$ cat src/rtl/core/vrsh_ram.sv
// Generic single-clock RAM with one write port and one registered read port.
module vrsh_ram #(
    parameter int WIDTH = 8,
    parameter int DEPTH = 16
) (
    input  logic                     clk,
    input  logic                     we,
    input  logic [$clog2(DEPTH)-1:0] waddr,
    input  logic [WIDTH-1:0]         wdata,
    input  logic                     re,
    input  logic [$clog2(DEPTH)-1:0] raddr,
    output logic [WIDTH-1:0]         rdata
);

    logic [WIDTH-1:0] mem [DEPTH];
    logic [WIDTH-1:0] rdata_reg;

    // Write and registered read; read data holds until the next read.
    always_ff @(posedge clk)
    begin
        if (we)
        begin
            mem[waddr] <= wdata;
        end
        if (re)
        begin
            rdata_reg <= mem[raddr];
        end
    end

    assign rdata = rdata_reg;

endmodule
$ cat config.mk
export PLATFORM = sky130hd
export DESIGN_NAME = vrsh_ram
export DESIGN_NICKNAME = d
export VERILOG_FILES = /design/src/rtl/core/vrsh_ram.sv
export SDC_FILE = /design/constraint.sdc
export NUM_CORES = 1
export LEC_CHECK = 0
export BUFFER_PORTS_ARGS = -buffer_cell sky130_fd_sc_hd__buf_2
export CAP_MARGIN = 15
export CORE_MARGIN = 2
export CORE_UTILIZATION = 35
export DETAILED_ROUTE_END_ITERATION = 12
export SYNTH_ARGS = -nofsm -noshare
export SYNTH_HDL_FRONTEND = slang
export SYNTH_SLANG_ARGS = --single-unit
$ cat constraint.sdc
create_clock -name clk -period 4.9 [get_ports clk]
set_input_delay 0.735 -clock clk [delete_from_list [all_inputs] [get_ports clk]]
set_output_delay 0.735 -clock clk [all_outputs]
set_load 0.02 [all_outputs]
==> flow_metrics.env, run 1 <==
export IMPL_syn_nets=248
export IMPL_preCtsSetupSlack_ns=1.91
export IMPL_die_y_um=126
export IMPL_hp_class="in -> reg"
export IMPL_grt_usage_pct=14.0
export IMPL_synth_top_cell_area_share_pct=78.1
export IMPL_final_core_util_pct=41.5
export IMPL_cts_sinks=136
export IMPL_io_buffers=26
export IMPL_cp_cell_sequence="buf_2, buf_4, mux4_1, a22oi_1, nand2_1"
export IMPL_p_leak_nw=1.99
export IMPL_grt_max_degree=33
export IMPL_largest_reg_flops=128
export IMPL_cpPeakStageDelay_ns=0.64
export IMPL_routedWlPerCell_um=22.6
export IMPL_antenna_found_initial=0
export IMPL_p_comb_share_pct=4.8
export IMPL_synth_flop_cell="edfxtp_1"
export IMPL_crit_path_top_delay_cell="buf_2"
export IMPL_cts_hold_buf=0
export IMPL_fin_cells=464
export IMPL_clk_path_buf_depth=2
export IMPL_cts_root_buf="clkbuf_16"
export IMPL_grt_ovfl_total=0
export IMPL_whs_path_depth=1
export IMPL_synth_avg_cell_area_um2=22.8
export IMPL_cp_top_family="buffers and inverters"
export IMPL_crit_type="in -> reg"
export IMPL_cellPowerDensity_mw_per_mm2=422
export IMPL_drcViolationCount=0
export IMPL_synth_distinct_cells=18
export IMPL_drive_above_1_share_pct=27.5
export IMPL_hold_viol=0
export IMPL_drt_initial_drc_count=189
export IMPL_pwr_share_clk_pct=43.7
export IMPL_cts_max_level=4
export IMPL_hold_path_end="rdata[5]$_DFFE_PP_"
export IMPL_internal_power_w=0.00204
export IMPL_slew_headroom_pct=34.0
export IMPL_row_count=44
export IMPL_worst_setup_path_start_kind="primary input"
export IMPL_synth_async_reset_ratio_pct=0
export IMPL_post_cts_buffers=0
export IMPL_fin_setup_tns_ns=0
export IMPL_cts_tree="yes"
export IMPL_peakVddDrop_uv=284
export IMPL_antennaDiodeCount=0
export IMPL_met1Wirelength_um=4900
export IMPL_avgViaCountPerCell=5.21
export IMPL_max_freq_mhz=396
export IMPL_crit_required_ns=5.05
export IMPL_period_share_pct=51.5
export IMPL_reg2reg_to="rdata[6]$_DFFE_PP_"
export IMPL_synth_area_leaders="edfxtp_1 (78%), mux4_2 (7.8%), mux4_1 (7.0%), a22oi_1 (2.3%), nor2_1 (0.93%)"
export IMPL_drt_wl_total_um=10500
export IMPL_vias=2418
export IMPL_r2r_start="mem[3][6]$_DFFE_PP_"
export IMPL_hp_start="re"
export IMPL_top_layer_used="met4"
export IMPL_worst_slew_pin_slew_ns=0.986
export IMPL_finalCriticalPeriod_ns=2.52
export IMPL_synth_seq_cells=136
export IMPL_yosys_warnings=0
export IMPL_drv_slew=0
export IMPL_nets=288
export IMPL_gp_congestion=0.729
export IMPL_initial_core_util_pct=35.8
export IMPL_post_synth_top_count_cell="edfxtp_1"
export IMPL_numCtsBuffers=17
export IMPL_ant_nets=0
export IMPL_hpwl_um=6450
export IMPL_clk_pin_slew_ns=0.05
export IMPL_synth_cells=229
export IMPL_syn_area_mm2=0.00523
export IMPL_io_pins=27
export IMPL_dp_cells=434
export IMPL_rsz0062_at_grt="false"
export IMPL_fin_worst_skew_ns=0.00705
export IMPL_core_mm2=0.0146
export IMPL_rr_worst_depth=3
export IMPL_route_met3_wl_um=580
export IMPL_first_pass_iters=4
export IMPL_dieArea_mm2=0.0159
export IMPL_crit_buf_inv=2
export IMPL_first_global_vias=2527
export IMPL_cap_viol_max_count=0
export IMPL_synth_edf_count=136
export IMPL_die_w_um=126
export IMPL_rrSetupSlack_ns=3.33
export IMPL_synth_top_area_cell="edfxtp_1"
export IMPL_timing_final_ws_setup_ns=2.38
export IMPL_status="completed"
export IMPL_worstSkewPairLatency_ns=0.40
export IMPL_area_growth_pct=15.8
export IMPL_synth_common_cells="edfxtp_1 (136), mux4_2 (18), a22oi_1 (16)"
export IMPL_critPathMaxFanout=25
export IMPL_seq_power_share_pct=51.6
export IMPL_p_sw_w=0.000519
export IMPL_arrival_ns=2.67
export IMPL_met2WireLength_um=4970
export IMPL_setup_violations=0
export IMPL_sw_frac_of_total_pct=20.3
export IMPL_yosysSeqAreaShare_pct=78.1
export IMPL_critPathCaptureType="register"
export IMPL_cts_resized=0
export IMPL_grt_pass1_wl_um=15800
## layout make-up
type / instances / area, um^2
flip-flops and latches: 136 / 4080
well taps: 184 / 230
clock buffers: 18 / 429
repair buffers: 31 / 168
fillers: 1242 / 8530
multi-input cells: 83 / 1060
clock inverters: 12 / 87.6
## metal layers
layer,vias to the layer above,global-route usage [%]
met5,-,0
met4,0,4.27
met3,6,4.33
met2,79,20.8
met1,1275,19.9
li1,1058,-
## cells in the final DEF (no fill, tap or decap), types with 5 or more instances in the layout
master / netlist / layout
a22oi_1: 16 / 16
buf_2: 3 / 26
buf_4: 1 / 5
clkbuf_16: 0 / 17
clkinv_2: 0 / 7
edfxtp_1: 136 / 136
mux4_1: 14 / 14
mux4_2: 18 / 18
nand2_1: 9 / 9
nor2_1: 13 / 13
## cells by family after synthesis
family,Yosys count,synth area share [%]
flip-flops,136,78.1
AND/OR/NAND/NOR,35,3.14
multiplexers,32,14.8
AO/OA/AOI/OAI,16,2.30
buffers and inverters,10,1.65
## how the worst max path moves through the flow
stage	start	to	slack [ns]	cells past startpoint
after global placement	raddr[0]	rdata[3]$_DFFE_PP_	1.92	5
after floorplan	waddr[2]	mem[0][0]$_DFFE_PP_	2.67	2
after detailed placement	raddr[0]	rdata[3]$_DFFE_PP_	1.91	5
after global routing	raddr[0]	rdata[3]$_DFFE_PP_	2.21	5
after CTS	raddr[0]	rdata[3]$_DFFE_PP_	2.34	5
final	raddr[0]	rdata[3]$_DFFE_PP_	2.38	5
## per-stage QoR
| stage | power (W) | instance area [um^2] | hold slack [ns] |
|---|---|---|---|
| after global placement | 0.00146 | 5540 | 0.730 |
| after global routing | 0.00263 | 6060 | 0.681 |
| after floorplan | 0.00141 | 5230 | 0.705 |
| final | 0.00256 | 6060 | 0.688 |
| after detailed placement | 0.00147 | 5540 | 0.744 |
| after CTS | 0.00258 | 6060 | 0.683 |
## power by group through the flow
stage | Clock [W] | Sequential [W] | Combinational [W]
after floorplan | 0 | 0.00135 | 0.0000661
after global placement | 0 | 0.00134 | 0.000120
after detailed placement | 0 | 0.00134 | 0.000124
after CTS | 0.00113 | 0.00132 | 0.000124
after global routing | 0.00118 | 0.00132 | 0.000133
final | 0.00112 | 0.00132 | 0.000122
No activity file was read; power rests on OpenSTA's default activity.
==> inputs of run 2 (changes only) <==
--- a/config.mk
+++ b/config.mk
@@ -5,6 +5,7 @@
 export SDC_FILE = /design/constraint.sdc
 export NUM_CORES = 1
 export LEC_CHECK = 0
+export ABC_AREA = 1
 export BUFFER_PORTS_ARGS = -buffer_cell sky130_fd_sc_hd__buf_2
 export CAP_MARGIN = 15
 export CORE_MARGIN = 2
==> constraint.sdc (replaced) <==
create_clock -name clk -period 2.5 [get_ports clk]
set_input_delay 0.375 -clock clk [delete_from_list [all_inputs] [get_ports clk]]
set_output_delay 0.375 -clock clk [all_outputs]
set_load 0.02 [all_outputs]
==> flow_metrics.env, run 2 <==
export IMPL_status="completed"
export IMPL_crit_end="rdata[2]$_DFFE_PP_"
export IMPL_peakVddDrop_uv=465
export IMPL_pwr_share_clk_pct=48.9
export IMPL_max_freq_mhz=596
export IMPL_largest_reg_flops=128
export IMPL_setup_violations=0
export IMPL_io_buffers=26
export IMPL_clk_pin_slew_ns=0.06
export IMPL_initial_core_util_pct=35.5
export IMPL_slew_headroom_pct=34.0
export IMPL_numCtsBuffers=17
export IMPL_synth_top_cell_area_share_pct=69.8
export IMPL_cts_max_level=4
export IMPL_sw_frac_of_total_pct=20.6
export IMPL_worst_setup_path_start_kind="primary input"
export IMPL_r2r_start="mem[9][3]$_DFFE_PP_"
export IMPL_hpwl_um=8760
export IMPL_synth_avg_cell_area_um2=10.6
export IMPL_worstSkewPairLatency_ns=0.42
export IMPL_cp_startpoint="raddr[1]"
export IMPL_cts_sinks=136
export IMPL_synth_async_reset_ratio_pct=0
export IMPL_crit_required_ns=2.67
export IMPL_dp_cells=780
export IMPL_die_w_um=133
export IMPL_mostFrequentLayoutCells="nand2_1 (173), edfxtp_1 (136), inv_1 (100)"
export IMPL_final_core_util_pct=41.3
export IMPL_nets=598
export IMPL_antennaDiodeCount=0
export IMPL_cellPowerDensity_mw_per_mm2=834
export IMPL_die_y_um=133
export IMPL_grt_ovfl_total=0
export IMPL_routedWlPerCell_um=16.9
export IMPL_seq_area_mm2=0.00408
export IMPL_yosysSeqAreaShare_pct=69.8
export IMPL_p_comb_share_pct=5.5
export IMPL_post_synth_top_count_cell="nand2_1"
export IMPL_fin_cells=812
export IMPL_preCtsSetupSlack_ns=0.412
export IMPL_cap_viol_max_count=0
export IMPL_placed_cell_area_mm2=0.00615
export IMPL_synth_common_cells="nand2_1 (173), edfxtp_1 (136), inv_1 (100)"
export IMPL_layout_commonest_cell="nand2_1"
export IMPL_ant_nets=0
export IMPL_cts_tree="yes"
export IMPL_p_leak_nw=2.90
export IMPL_synth_edf_count=136
export IMPL_fill_cells=1577
export IMPL_period_share_pct=67.1
export IMPL_avgViaCountPerCell=4.74
export IMPL_finalCriticalPeriod_ns=1.68
export IMPL_first_global_vias=3822
export IMPL_arrival_ns=1.84
export IMPL_critPathCaptureType="register"
export IMPL_yosys_warnings=0
export IMPL_hold_viol=0
export IMPL_syn_nets=570
export IMPL_crit_type="in -> reg"
export IMPL_grt_usage_pct=16.1
export IMPL_reg2reg_to="rdata[3]$_DFFE_PP_"
export IMPL_cts_resized=0
export IMPL_clk_path_buf_depth=2
export IMPL_synth_top_area_cell="edfxtp_1"
export IMPL_grt_pass1_wl_um=21500
export IMPL_antenna_found_initial=0
export IMPL_drt_wl_total_um=13800
export IMPL_rrSetupSlack_ns=1.33
export IMPL_core_mm2=0.0165
export IMPL_dieArea_mm2=0.0178
export IMPL_first_pass_iters=5
export IMPL_multi_input_area_mm2=0.00121
export IMPL_cts_root_buf="clkbuf_16"
export IMPL_timing_final_ws_setup_ns=0.824
export IMPL_synth_seq_cells=136
export IMPL_drive_above_1_share_pct=11.1
export IMPL_drv_slew=0
export IMPL_hp_class="in -> reg"
export IMPL_area_growth_pct=16.4
export IMPL_cts_hold_buf=0
export IMPL_critPathMaxFanout=33
export IMPL_post_cts_buffers=0
export IMPL_rr_worst_depth=6
export IMPL_p_sw_w=0.00117
export IMPL_rsz0062_at_grt="false"
export IMPL_worst_slew_pin_slew_ns=0.986
export IMPL_grt_max_degree=65
export IMPL_synth_area_leaders="edfxtp_1 (70%), nand2_1 (11%), nand3_1 (8.3%), inv_1 (6.4%), buf_6 (1.2%)"
export IMPL_row_count=47
export IMPL_design_area_mm2=0.00681
export IMPL_drt_initial_drc_count=461
export IMPL_synth_distinct_cells=11
export IMPL_synth_cells=551
export IMPL_fin_setup_tns_ns=0
export IMPL_seq_power_share_pct=45.5
export IMPL_synth_flop_cell="edfxtp_1"
export IMPL_fin_worst_skew_ns=0.00573
export IMPL_vias=3846
export IMPL_gp_congestion=0.844
export IMPL_io_pins=27
export IMPL_drcViolationCount=0
export IMPL_syn_area_mm2=0.00585
export IMPL_internal_power_w=0.00451
## run 2: cell types whose count changed after synthesis, moves of 2 or more
cell,previous run,this run
a22oi_1,16,0
buf_2,3,13
buf_4,1,4
buf_6,3,6
clkdlybuf4s25_2,3,0
inv_1,0,100
inv_2,0,2
mux4_1,14,0
mux4_2,18,0
nand2_1,9,173
nand2b_1,2,0
nand3_1,1,97
nor2_1,13,17
nor3_1,4,0
## run 2: logic make-up after synthesis
group                  share of synthesized area, %
AND/OR/NAND/NOR                                20.8
flip-flops                                     69.8
buffers and inverters                          9.39
## run 2: critical path, cell delays in order
cell     delay [ns]
buf_2          0.49
inv_2          0.43
nand3_1        0.19
nand3_1        0.09
nand3_1        0.14
nand2_1        0.07
## run 2: power groups by stage
stage | registers (W) | logic (W) | clock network, W
finish | 0.00259 | 0.000314 | 0.00278
global route | 0.00259 | 0.000350 | 0.00289
CTS | 0.00259 | 0.000315 | 0.00281
detailed placement | 0.00263 | 0.000313 | 0
global placement | 0.00263 | 0.000312 | 0
floorplan | 0.00264 | 0.000180 | 0
## run 2: metal layers
layer	wire, um	vias up	GRT usage, %
li1	-	1839	-
met1	6450	1837	22.9
met2	6280	149	24.4
met3	788	21	3.35
met4	238	0	6.32
met5	0	-	0
## run 2: worst min-delay path by stage
stage          cells past startpoint  startpoint             endpoint  slack, ns
2_1_floorplan                      0    wdata[0]  mem[0][0]$_DFFE_PP_       0.47
3_3_place_gp                       1          re   rdata[5]$_DFFE_PP_       0.74
3_5_place_dp                       1          re   rdata[7]$_DFFE_PP_       0.73
4_1_cts                            1          re   rdata[7]$_DFFE_PP_       0.30
5_1_grt                            1          re   rdata[7]$_DFFE_PP_       0.30
6_report                           1          re   rdata[7]$_DFFE_PP_       0.31
## run 2: through the flow
step / hold slack, ns / total power (W)
2_1_floorplan: 0.474 / 0.00282
3_3_place_gp: 0.735 / 0.00295
3_5_place_dp: 0.732 / 0.00295
4_1_cts: 0.300 / 0.00571
5_1_grt: 0.304 / 0.00583
6_report: 0.306 / 0.00568
## run 2: cell type report
cell class / instances / area share [%]
timing repair buffer: 33 / 2.87
sequential: 136 / 60.0
tap: 220 / 4.04
clock buffer: 17 / 6.25
clock inverter: 15 / 3.40
inverter: 102 / 5.62
multi-input combinational: 289 / 17.8
